===== config.mk =====
export PLATFORM = sky130hd
export DESIGN_NAME = command_frame_checker_top
export DESIGN_NICKNAME = d
export VERILOG_FILES = /design/src/cfc_pkg.sv /design/src/cfc_verdict.sv /design/src/command_frame_checker_top.sv
export SDC_FILE = /design/constraint.sdc
export NUM_CORES = 1
export LEC_CHECK = 0
export ABC_AREA = 1
export BUFFER_PORTS_ARGS = -buffer_cell sky130_fd_sc_hd__buf_4
export CELL_PAD_IN_SITES_DETAIL_PLACEMENT = 0
export CELL_PAD_IN_SITES_GLOBAL_PLACEMENT = 1
export CORE_MARGIN = 8
export CORE_UTILIZATION = 49
export CTS_CLUSTER_DIAMETER = 150
export CTS_CLUSTER_SIZE = 8
export DETAILED_ROUTE_END_ITERATION = 7
export PLACE_DENSITY = 0.88
export SLEW_MARGIN = 5
export SYNTH_ARGS = -nofsm -noshare
export SYNTH_HDL_FRONTEND = slang
export SYNTH_HIERARCHICAL = 1
export SYNTH_SLANG_ARGS = --single-unit

===== constraint.sdc =====
create_clock -name clk -period 8.2 [get_ports clk]
set_input_delay 0.82 -clock clk [delete_from_list [all_inputs] [get_ports clk]]
set_output_delay 0.82 -clock clk [all_outputs]
set_load 0.02 [all_outputs]

===== src/cfc_pkg.sv =====
package cfc_pkg;

  localparam int BYTE_W         = 8;
  localparam int COUNT_W        = 9;
  localparam int SUM_W          = 16;
  localparam int STATUS_W       = 3;
  localparam int LEN_FIELD_W    = 5;
  localparam int GROUP_W        = 40;
  localparam int CFG_ADDR_W     = 3;
  localparam int CFG_DATA_W     = 40;
  localparam int OUT_TDATA_W    = 32;
  localparam int MAX_PAYLOAD    = 32;
  localparam int NUM_COMMANDS   = 16;
  localparam int FRAME_OVERHEAD = 8;

  localparam logic [COUNT_W-1:0] COUNT_MAX = '1;

  localparam logic [STATUS_W-1:0] ST_OK       = 3'd0;
  localparam logic [STATUS_W-1:0] ST_HEADER   = 3'd1;
  localparam logic [STATUS_W-1:0] ST_LENGTH   = 3'd2;
  localparam logic [STATUS_W-1:0] ST_CHECKSUM = 3'd3;
  localparam logic [STATUS_W-1:0] ST_TAIL     = 3'd4;
  localparam logic [STATUS_W-1:0] ST_COMMAND  = 3'd5;

  localparam logic [CFG_ADDR_W-1:0] REG_HEADER_FIRST  = 3'd0;
  localparam logic [CFG_ADDR_W-1:0] REG_HEADER_SECOND = 3'd1;
  localparam logic [CFG_ADDR_W-1:0] REG_TAIL_FIRST    = 3'd2;
  localparam logic [CFG_ADDR_W-1:0] REG_TAIL_SECOND   = 3'd3;
  localparam logic [CFG_ADDR_W-1:0] REG_MASK          = 3'd4;
  localparam logic [CFG_ADDR_W-1:0] REG_LENGTHS_LOW   = 3'd5;
  localparam logic [CFG_ADDR_W-1:0] REG_LENGTHS_HIGH  = 3'd6;

  typedef struct packed {
    logic              hdr_good;
    logic [BYTE_W-1:0] cmd;
    logic [BYTE_W-1:0] len;
    logic [SUM_W-1:0]  sum;
    logic [SUM_W-1:0]  rx_sum;
    logic              tail_good;
  } frame_t;

  localparam frame_t FRAME_CLEAR = '{
    hdr_good:  1'b1,
    cmd:       '0,
    len:       '0,
    sum:       '0,
    rx_sum:    '0,
    tail_good: 1'b1
  };

  typedef struct packed {
    logic [BYTE_W-1:0]  hdr_first;
    logic [BYTE_W-1:0]  hdr_second;
    logic [BYTE_W-1:0]  tail_first;
    logic [BYTE_W-1:0]  tail_second;
    logic [15:0]        cmd_mask;
    logic [GROUP_W-1:0] len_low;
    logic [GROUP_W-1:0] len_high;
  } cfg_t;

endpackage


===== src/cfc_verdict.sv =====
module cfc_verdict #(
  parameter int MAX_PAYLOAD = cfc_pkg::MAX_PAYLOAD
) (
  input  cfc_pkg::frame_t                    frm,
  input  logic [cfc_pkg::COUNT_W:0]          total,
  input  cfc_pkg::cfg_t                      cfg,
  output logic [cfc_pkg::STATUS_W-1:0]       status
);

  logic [cfc_pkg::GROUP_W-1:0]     group;
  logic [cfc_pkg::LEN_FIELD_W-1:0] cmd_len;
  logic [cfc_pkg::COUNT_W:0]       expect_total;
  logic                            cmd_bad;

  always_comb begin
    group   = frm.cmd[3] ? cfg.len_high : cfg.len_low;
    cmd_len = group[frm.cmd[2:0]*cfc_pkg::LEN_FIELD_W +: cfc_pkg::LEN_FIELD_W];
    expect_total = {{(cfc_pkg::COUNT_W+1-cfc_pkg::BYTE_W){1'b0}}, frm.len}
                   + (cfc_pkg::COUNT_W+1)'(cfc_pkg::FRAME_OVERHEAD);
    cmd_bad = (frm.cmd >= cfc_pkg::BYTE_W'(cfc_pkg::NUM_COMMANDS))
              || !cfg.cmd_mask[frm.cmd[3:0]]
              || (frm.len != {{(cfc_pkg::BYTE_W-cfc_pkg::LEN_FIELD_W){1'b0}}, cmd_len});
  end

  always_comb begin
    priority if (!frm.hdr_good || total < (cfc_pkg::COUNT_W+1)'(2)) begin
      status = cfc_pkg::ST_HEADER;
    end else if (total != expect_total || frm.len > cfc_pkg::BYTE_W'(MAX_PAYLOAD)) begin
      status = cfc_pkg::ST_LENGTH;
    end else if (frm.rx_sum != frm.sum) begin
      status = cfc_pkg::ST_CHECKSUM;
    end else if (!frm.tail_good) begin
      status = cfc_pkg::ST_TAIL;
    end else if (cmd_bad) begin
      status = cfc_pkg::ST_COMMAND;
    end else begin
      status = cfc_pkg::ST_OK;
    end
  end

endmodule


===== src/command_frame_checker_top.sv =====
// Channel | Dir | Handshake           | Payload
// in_     | in  | in_tvalid/in_tready | in_tdata: rx_byte; in_tlast: end_of_frame
// out_    | out | out_tvalid/out_tready | out_tdata: status, command, length, byte
//         |     |                     | out_tuser: byte_present; out_tlast: last_result
// cfg_    | in  | cfg_we              | cfg_addr: register index; cfg_wdata: value
//
// One byte per cycle while the result register is free; a byte is taken only then.
// A valid frame with nonzero payload L then reads the payload memory back, each result
// by a memory read and then a result register load, with input held off until done.
// Reset is synchronous and clears control, frame state and config registers, not the memory.
// A stalled result holds the result register and so holds off input.
module command_frame_checker_top #(
  parameter int MAX_PAYLOAD = cfc_pkg::MAX_PAYLOAD
) (
  input  logic                               clk,
  input  logic                               rst_n,
  input  logic                               in_tvalid,
  output logic                               in_tready,
  input  logic [cfc_pkg::BYTE_W-1:0]         in_tdata,   // [7:0] rx_byte
  input  logic                               in_tlast,
  output logic                               out_tvalid,
  input  logic                               out_tready,
  output logic [cfc_pkg::OUT_TDATA_W-1:0]    out_tdata,  // [2:0] frame_status,
                                                         // [10:3] command_type,
                                                         // [18:11] payload_length,
                                                         // [26:19] payload_byte
  output logic                               out_tuser,  // [0] byte_present
  output logic                               out_tlast,
  input  logic                               cfg_we,
  input  logic [cfc_pkg::CFG_ADDR_W-1:0]     cfg_addr,
  input  logic [cfc_pkg::CFG_DATA_W-1:0]     cfg_wdata
);

  localparam int AW = (MAX_PAYLOAD > 1) ? $clog2(MAX_PAYLOAD) : 1;

  localparam logic [1:0] S_RX   = 2'd0;
  localparam logic [1:0] S_READ = 2'd1;
  localparam logic [1:0] S_LOAD = 2'd2;

  logic [1:0]                        state_r, state_nxt;
  cfc_pkg::cfg_t                     cfg_r;
  cfc_pkg::frame_t                   frm_r, frm_nxt;
  logic [cfc_pkg::COUNT_W-1:0]       count_r, count_nxt;
  logic [cfc_pkg::COUNT_W-1:0]       rel;
  logic [cfc_pkg::COUNT_W-1:0]       len_ext;
  logic [cfc_pkg::COUNT_W:0]         total;
  logic [cfc_pkg::STATUS_W-1:0]      status;
  logic [cfc_pkg::BYTE_W-1:0]        mem [MAX_PAYLOAD];
  logic                              mem_we;
  logic [cfc_pkg::BYTE_W-1:0]        rd_data_r;
  logic [AW-1:0]                     rd_idx_r;
  logic [cfc_pkg::BYTE_W-1:0]        emit_cmd_r, emit_len_r;
  logic                              rd_last;
  logic                              in_acc, out_free;

  logic                              out_valid_r;
  logic [cfc_pkg::STATUS_W-1:0]      out_status_r;
  logic [cfc_pkg::BYTE_W-1:0]        out_cmd_r, out_len_r, out_byte_r;
  logic                              out_present_r, out_last_r;

  assign out_free  = !out_valid_r || out_tready;
  assign in_tready = (state_r == S_RX) && out_free;
  assign in_acc    = in_tvalid && in_tready;

  always_ff @(posedge clk) begin
    if (!rst_n) begin
      cfg_r <= '0;
    end else if (cfg_we) begin
      unique case (cfg_addr)
        cfc_pkg::REG_HEADER_FIRST:  cfg_r.hdr_first   <= cfg_wdata[cfc_pkg::BYTE_W-1:0];
        cfc_pkg::REG_HEADER_SECOND: cfg_r.hdr_second  <= cfg_wdata[cfc_pkg::BYTE_W-1:0];
        cfc_pkg::REG_TAIL_FIRST:    cfg_r.tail_first  <= cfg_wdata[cfc_pkg::BYTE_W-1:0];
        cfc_pkg::REG_TAIL_SECOND:   cfg_r.tail_second <= cfg_wdata[cfc_pkg::BYTE_W-1:0];
        cfc_pkg::REG_MASK:          cfg_r.cmd_mask    <= cfg_wdata[15:0];
        cfc_pkg::REG_LENGTHS_LOW:   cfg_r.len_low     <= cfg_wdata;
        cfc_pkg::REG_LENGTHS_HIGH:  cfg_r.len_high    <= cfg_wdata;
        default: ;
      endcase
    end
  end

  // next frame state for the byte on the input
  always_comb begin
    frm_nxt = frm_r;
    mem_we  = 1'b0;
    rel     = count_r - cfc_pkg::COUNT_W'(4);
    len_ext = {{(cfc_pkg::COUNT_W-cfc_pkg::BYTE_W){1'b0}}, frm_r.len};
    priority if (count_r == cfc_pkg::COUNT_W'(0)) begin
      if (in_tdata != cfg_r.hdr_first) frm_nxt.hdr_good = 1'b0;
    end else if (count_r == cfc_pkg::COUNT_W'(1)) begin
      if (in_tdata != cfg_r.hdr_second) frm_nxt.hdr_good = 1'b0;
    end else if (count_r == cfc_pkg::COUNT_W'(2)) begin
      frm_nxt.cmd = in_tdata;
      frm_nxt.sum = frm_r.sum + {8'd0, in_tdata};
    end else if (count_r == cfc_pkg::COUNT_W'(3)) begin
      frm_nxt.len = in_tdata;
      frm_nxt.sum = frm_r.sum + {8'd0, in_tdata};
    end else if (rel < len_ext) begin
      frm_nxt.sum = frm_r.sum + {8'd0, in_tdata};
      mem_we      = in_acc && (rel < cfc_pkg::COUNT_W'(MAX_PAYLOAD));
    end else if (rel == len_ext) begin
      frm_nxt.rx_sum[15:8] = in_tdata;
    end else if (rel == len_ext + cfc_pkg::COUNT_W'(1)) begin
      frm_nxt.rx_sum[7:0] = in_tdata;
    end else if (rel == len_ext + cfc_pkg::COUNT_W'(2)) begin
      if (in_tdata != cfg_r.tail_first) frm_nxt.tail_good = 1'b0;
    end else if (rel == len_ext + cfc_pkg::COUNT_W'(3)) begin
      if (in_tdata != cfg_r.tail_second) frm_nxt.tail_good = 1'b0;
    end else begin
    end
    count_nxt = (count_r != cfc_pkg::COUNT_MAX) ? count_r + cfc_pkg::COUNT_W'(1) : count_r;
    total     = {1'b0, count_r} + (cfc_pkg::COUNT_W+1)'(1);
  end

  cfc_verdict #(
    .MAX_PAYLOAD(MAX_PAYLOAD)
  ) u_verdict (
    .frm    (frm_nxt),
    .total  (total),
    .cfg    (cfg_r),
    .status (status)
  );

  always_ff @(posedge clk) begin
    if (mem_we) mem[rel[AW-1:0]] <= in_tdata;
    if (state_r == S_READ) rd_data_r <= mem[rd_idx_r];
  end

  assign rd_last = ({{(cfc_pkg::BYTE_W-AW){1'b0}}, rd_idx_r} + cfc_pkg::BYTE_W'(1))
                   == emit_len_r;

  always_comb begin
    state_nxt = state_r;
    unique case (state_r)
      S_RX: begin
        if (in_acc && in_tlast && status == cfc_pkg::ST_OK
            && frm_nxt.len != '0) state_nxt = S_READ;
      end
      S_READ: state_nxt = S_LOAD;
      S_LOAD: begin
        if (out_free) state_nxt = rd_last ? S_RX : S_READ;
      end
      default: state_nxt = S_RX;
    endcase
  end

  always_ff @(posedge clk) begin
    if (!rst_n) begin
      state_r     <= S_RX;
      frm_r       <= cfc_pkg::FRAME_CLEAR;
      count_r     <= '0;
      out_valid_r <= 1'b0;
      rd_idx_r    <= '0;
    end else begin
      state_r <= state_nxt;
      if (in_acc) begin
        if (in_tlast) begin
          frm_r   <= cfc_pkg::FRAME_CLEAR;
          count_r <= '0;
        end else begin
          frm_r   <= frm_nxt;
          count_r <= count_nxt;
        end
      end
      if (state_r == S_RX) begin
        rd_idx_r <= '0;
      end else if (state_r == S_LOAD && out_free) begin
        rd_idx_r <= rd_idx_r + AW'(1);
      end
      if ((in_acc && in_tlast && state_nxt == S_RX) || (state_r == S_LOAD && out_free)) begin
        out_valid_r <= 1'b1;
      end else if (out_tready) begin
        out_valid_r <= 1'b0;
      end
    end
  end

  always_ff @(posedge clk) begin
    if (in_acc && in_tlast) begin
      emit_cmd_r <= frm_nxt.cmd;
      emit_len_r <= frm_nxt.len;
      if (state_nxt == S_RX) begin
        out_status_r  <= status;
        out_cmd_r     <= frm_nxt.cmd;
        out_len_r     <= frm_nxt.len;
        out_byte_r    <= '0;
        out_present_r <= 1'b0;
        out_last_r    <= 1'b1;
      end
    end else if (state_r == S_LOAD && out_free) begin
      out_status_r  <= cfc_pkg::ST_OK;
      out_cmd_r     <= emit_cmd_r;
      out_len_r     <= emit_len_r;
      out_byte_r    <= rd_data_r;
      out_present_r <= 1'b1;
      out_last_r    <= rd_last;
    end
  end

  assign out_tvalid = out_valid_r;
  assign out_tdata  = {5'd0, out_byte_r, out_len_r, out_cmd_r, out_status_r};
  assign out_tuser  = out_present_r;
  assign out_tlast  = out_last_r;

endmodule


Word level (Yosys, flattened, before mapping)
Memory sizes are Yosys's and may differ from the RTL's. A register that Yosys moved wholly into a read port is not among the register bits.
Index checks and enable logic that the tools add are counted.

word-level totals
  register bits after elaboration = 240
  latch bits = 0
  memory bits (writable) = 256
  ROM bits = 0
  input port bits = 57
  output and inout bits = 36
  memories kept = 1

operators by class
  add/sub/neg operators = 10
  multipliers = 1
  div/mod/pow operators = 0
  magnitude comparators = 6
  eq/ne operators = 25
  shift-type cells = 1
  multiplexer cells = 65
  bitwise gates (word level) = 1
  reduce and logical (&&, ||, !) cells = 36

memory list
  name  words  bits a word  rd ports  clocked after memory_dff  wr ports  RTL line                         RTL
  mem   32     8            1         1                         1         command_frame_checker_top.sv:48  logic [cfc_pkg::BYTE_W-1:0] mem [MAX_PAYLOAD];

operator list
  operator                                              count
  2-to-1 mux 8 bit                                      14
  2-to-1 mux 49 bit                                     2
  2-to-1 mux 17 bit                                     3
  2-to-1 mux 50 bit                                     1
  2-to-1 mux 16 bit                                     3
  2-to-1 mux 40 bit                                     1
  indexed part select 40 x 7 -> 5 bit                   1
  inequality test 8 bit                                 4
  equality test 9 bit                                   3
  2-to-1 mux 9 bit                                      3
  2-to-1 mux 1 bit                                      26
  2-to-1 mux 3 bit                                      8
  adder 8 x 2 -> 9 bit (second input constant)          2
  equality test 9 x 2 -> 1 bit (second input constant)  2
  AND reduction 2 bit                                   9
  adder 16 x 8 -> 16 bit                                1
  inequality test 16 bit                                1
  adder 9 x 1 -> 10 bit (second input constant)         1
  < comparator 10 x 2 -> 1 bit (second input constant)  1
  inequality test 10 bit                                1
  adder 8 x 1 -> 9 bit (second input constant)          1
  adder 8 x 4 -> 9 bit (second input constant)          1
  adder 9 x 1 -> 9 bit (second input constant)          1
  equality test 3 bit (second input constant)           3
  32 further kinds                                      52

Depth between registers and ports, before layout
  word-level depth = 30
  gate-level depth with buffers = 34
  mapped depth without buffers = 31

By module
The synthesis kept the hierarchy.

modules (own cells, without submodules)
  module                     times used  cells each  area an instance (um2)  seq. area each (um2)
  command_frame_checker_top  1           2295        21884.7                 13182.6
  cfc_verdict                1           372         1741.7                  0.0

Worst setup path after synthesis
OpenSTA, ideal clock, no wires.

  path kind = reg-to-reg
  start point = register count_r[2] (netlist name)
  end point = register out_byte_r[0] (netlist name) (enable)
  setup time = 458 ps
  arrival = 4604 ps
  data required time = 7742 ps
  path slack = 3137 ps
  stages on the path, launching flop included = 34
  path buffers = 3
  path through = dfxtp_1 -> buf_2 -> inv_1 -> buf_2 -> ha_1 -> inv_1 -> nand2_1 -> and2_1 -> buf_4 -> inv_1 -> ha_1 -> nand2_1 -> nor2_1 -> nand2_1 -> nand3_1 -> nand2_1 -> nand2_1 -> nand2_1 -> nand2_2 -> nand2_2 -> nor2_4 -> nand3_4 -> nand2_1 -> and2_1 -> xnor2_1 -> nand4_1 -> nor4_1 -> nand2_1 -> nand2_1 -> nand2_1 -> nor4_1 -> o21ai_2 -> nand3_2 -> nand2_1

RTL lines
  item                    RTL line                          RTL
  start, declared         command_frame_checker_top.sv:43   logic [cfc_pkg::COUNT_W-1:0] count_r, count_nxt;
  start signal, assigned  command_frame_checker_top.sv:162  count_r <= count_nxt;
  end signal, assigned    command_frame_checker_top.sv:194  out_byte_r <= rd_data_r;
  end, declared           command_frame_checker_top.sv:58   logic [cfc_pkg::BYTE_W-1:0] out_cmd_r, out_len_r, out_byte_r;

==> metrics.md <==
| Metric | Value |
|---|---|
| Critical path class | reg -> reg |
| Global Route Usage Sum | 23.8% |
| Status | completed |
| Met1 wire length | 28,100 um |
| Fraction of registers with async set/reset | 0% |
| TNS Setup | 0 ns |
| Die area | 55,500 um2 |
| # DRC | 0 |
| Critical Path Sink | out_cmd_r[4] |
| Most used cell, CP | nand2_1 |
| I/O Pins | 93 |
| Maximum clock path buffer count | 3 |
| Top sig layer | met5 |
| Worst flop-to-flop path endpoint | out_cmd_r[4] |
| Synth warn | 6 |
| Root buffer cell | clkbuf_16 |
| RSZ-0062 raised after global routing | no |
| Post-synthesis cell count | 2,667 |
| Post-cts sizing count | 0 |
| Cell Rows | 80 |
| Min-delay worst type | in -> reg |
| Sink Count | 504 |
| Drt pass-1 iters | 6 |
| Hold Buf Count CTS | 0 |
| Reg2Reg Setup Slack | 1.97 ns |
| Nets | 2,798 |
| R2R cell count | 29 |
| CTS Buf Count | 72 |
| Clk_skew | 0.0219 ns |
| Die Y | 236 um |
| Initial antenna violation count | 1 |
| Overflow after GRT | 0 |
| Maximum Capacitance Violations | 0 |
| Final Setup Violations | 0 |
| WP data required | 8.37 ns |
| FMAX | 160 MHz |
| Number of global-route vias before repair | 18,462 |
| Final Cell Area | 26,600 um2 |
| Sequential share of the synthesized area | 55.8% |
| Detailed Place HPWL | 42,800 um |
| Avg Inst Size Synth | 8.86 um2 |
| Buffers on Ports | 87 |
| Leak Pwr | 10.1 nW |
| Drt wl/cell | 20.2 um |
| Setup bufs post-CTS | 0 |
| Via density | 5.66 |
| Largest net degree at the start of global routing | 90 |
| TritonCTS clock tree | yes |
| First-pass GRT wire length | 105,000 um |
| Clk slew on worst S/H paths | 0.05 ns |
| Crit share post-route | 76.0% |
| Initial DRC count | 1,753 |
| Placement Cell Area | 24,600 um2 |
| Routed wl met3 | 4780 um |
| # H-tree levels | 3 |
| Die W | 236 um |
| FF+latch count, synth | 504 |
| Fin. Hold Viols | 0 |
| Slowest-stage cell, CP | nor4_1 |
| Count of unique library cells instantiated by Yosys | 58 |
| CP Launch Type | flip-flop |
| Critical path arrival | 6.40 ns |
| Reg-to-Reg Start | count_r[2] |
| Peak supply drop | 185 uV |
| Critical path endpoint category | flip-flop |
| # diodes | 0 |
| Max_slew headroom | 31.2% |
| Vias | 19,019 |
| Slew @ Worst Pin | 1.03 ns |
| WL final | 67,800 um |
| Metal2 WL | 32,700 um |
| Min Clock Period, post-route | 6.23 ns |
| Pins Over Slew Limit | 0 |
| Layout cell share with drive strength beyond 1 | 8.97% |
| Core box area | 47,600 um2 |
| Netlist Area Pre-Place | 23,600 um2 |
| Starting density of the core | 49.6% |
| Largest stage delay, worst path | 0.76 ns |
| Layout area overhead | 12.7% |
| CP startpoint | count_r[2] |
| Number of flops mapped to enable cells by yosys | 309 |
| RePlAce Congestion | 0.925 |
| Top_reg_cell synth | edfxtp_1 |
| Pwr/cell area | 214 nW/um2 |
| ANT nets after route | 0 |
| Clk_lat worst skew | 0.61 ns |
| Worst-path maximum fanout | 29 |
## registers in the layout, summed over array words and instances (netlist names)
| register | cells |
|---|---|
| out_tlast | 1 |
| rd_idx_r | 5 |
| out_tuser | 1 |
| rd_data_r | 8 |
| mem | 256 |
| out_tvalid | 1 |
| cfg_r | 128 |
| out_len_r | 8 |
| count_r | 9 |
| emit_cmd_r | 8 |
| out_byte_r | 8 |
| state_r | 2 |
| frm_r | 50 |
| out_status_r | 3 |
| out_cmd_r | 8 |
| emit_len_r | 8 |
## routing by layer
metal | track usage (%) | up-vias
li1 | - | 9040
met1 | 30.3 | 9127
met2 | 40.4 | 728
met3 | 4.38 | 122
met4 | 8.18 | 2
met5 | 0 | -
## cell usage after synthesis, types with 10 or more instances
| cell | number | area [um2] |
|---|---|---|
| a21oi_1 | 90 | 450 |
| and2_1 | 17 | 106 |
| buf_2 | 12 | 60.1 |
| buf_4 | 13 | 97.6 |
| buf_6 | 10 | 113 |
| clkbuf_1 | 105 | 394 |
| dfxtp_1 | 195 | 3900 |
| edfxtp_1 | 309 | 9280 |
| ha_1 | 30 | 375 |
| inv_1 | 184 | 691 |
| nand2_1 | 446 | 1670 |
| nand3_1 | 135 | 676 |
| nand4_1 | 32 | 200 |
| nor2_1 | 506 | 1900 |
| nor3_1 | 19 | 95.1 |
| o21ai_0 | 302 | 1510 |
| o21ai_1 | 18 | 90.1 |
| o221ai_1 | 50 | 438 |
| o22ai_1 | 15 | 93.8 |
| or2_2 | 12 | 75.1 |
| xnor2_1 | 46 | 403 |
| xor2_1 | 37 | 324 |
## cell type report
class	count	area, um2
clock inverters	5	87.6
inverters	196	739
fillers	4224	21000
clock buffers	102	1940
well taps	615	769
repair buffers	110	826
flip-flops and latches	504	13200
multi-input cells	1826	9070
## worst min path at each step
stage,startpoint,endpoint,slack (ns),depth (start not counted)
global placement,cfg_r[102],cfg_r[102],0.45,2
finish,cfg_wdata[29],cfg_r[29],0.45,3
CTS,cfg_wdata[29],cfg_r[29],0.43,3
floorplan,frm_r[0],frm_r[0],0.43,2
global route,cfg_wdata[30],cfg_r[30],0.44,3
detailed placement,cfg_r[101],cfg_r[101],0.46,2
## placed cells by master, fill, tap and decap left out, types with 3 or more instances in the layout
master | Yosys | layout
nand2_2 | 4 | 6
and2_1 | 17 | 17
a32oi_1 | 7 | 7
o22ai_1 | 15 | 15
nand2_4 | 3 | 3
o211ai_1 | 3 | 3
clkinv_1 | 5 | 5
dfxtp_1 | 195 | 193
clkbuf_16 | 0 | 73
o21ai_1 | 18 | 19
xnor2_1 | 46 | 46
nand3_1 | 135 | 135
xor2_1 | 37 | 37
nor2_1 | 506 | 503
nor4_1 | 3 | 3
nand3_2 | 4 | 4
o21ai_2 | 4 | 5
inv_1 | 184 | 183
or2_2 | 12 | 12
buf_4 | 13 | 110
o221ai_1 | 50 | 50
ha_1 | 30 | 30
a21oi_1 | 90 | 90
clkbuf_1 | 105 | 29
nand4_1 | 32 | 32
nor3_1 | 19 | 19
a31oi_1 | 9 | 9
inv_2 | 6 | 6
edfxtp_1 | 309 | 309
nor2_4 | 2 | 4
nand2_1 | 446 | 444
nor2_2 | 3 | 4
o21ai_0 | 302 | 299
clkinv_8 | 0 | 3
conb_1 | 1 | 5
## power by group
part           internal [W]  total (W)  leakage [nW]  switching [W]
Combinational     0.0000685   0.000242          4.72       0.000174
Sequential          0.00272    0.00274          4.38      0.0000203
Clock               0.00163    0.00270         0.970        0.00108
## worst max-delay path, delay by kind of cell, from the launching register on
family	cells	cell delay, ns
AOI/OAI and AO/OA	1	0.12
xor gates and xnor gates	1	0.12
adders and majority gates	2	0.65
buffers and inverters	2	0.45
DFF	1	0.50
and+or+nand+nor	23	3.93
## cell families after synthesis
| logic type | synth area share (%) |
|---|---|
| AND/OR/NAND/NOR | 21.2 |
| other | 0.0159 |
| adder cells (fa/ha/maj) | 1.67 |
| XOR/XNOR | 3.26 |
| buffers and inverters | 6.02 |
| AO/OA/AOI/OAI | 12.0 |
| flip-flops | 55.8 |
## through the flow
step	setup WS, ns	std cells	utilization (%)	hold WS [ns]	power (W)
finish	1.97	3358	55.9	0.453	0.00569
global route	1.35	3358	55.9	0.443	0.00585
CTS	2.01	3358	55.9	0.428	0.00572
detailed placement	2.05	3251	51.6	0.455	0.00303
global placement	2.24	3251	51.6	0.446	0.00303
floorplan	3.14	2671	-	0.434	0.00291
Note: power is estimated with default switching activity, not from simulation.
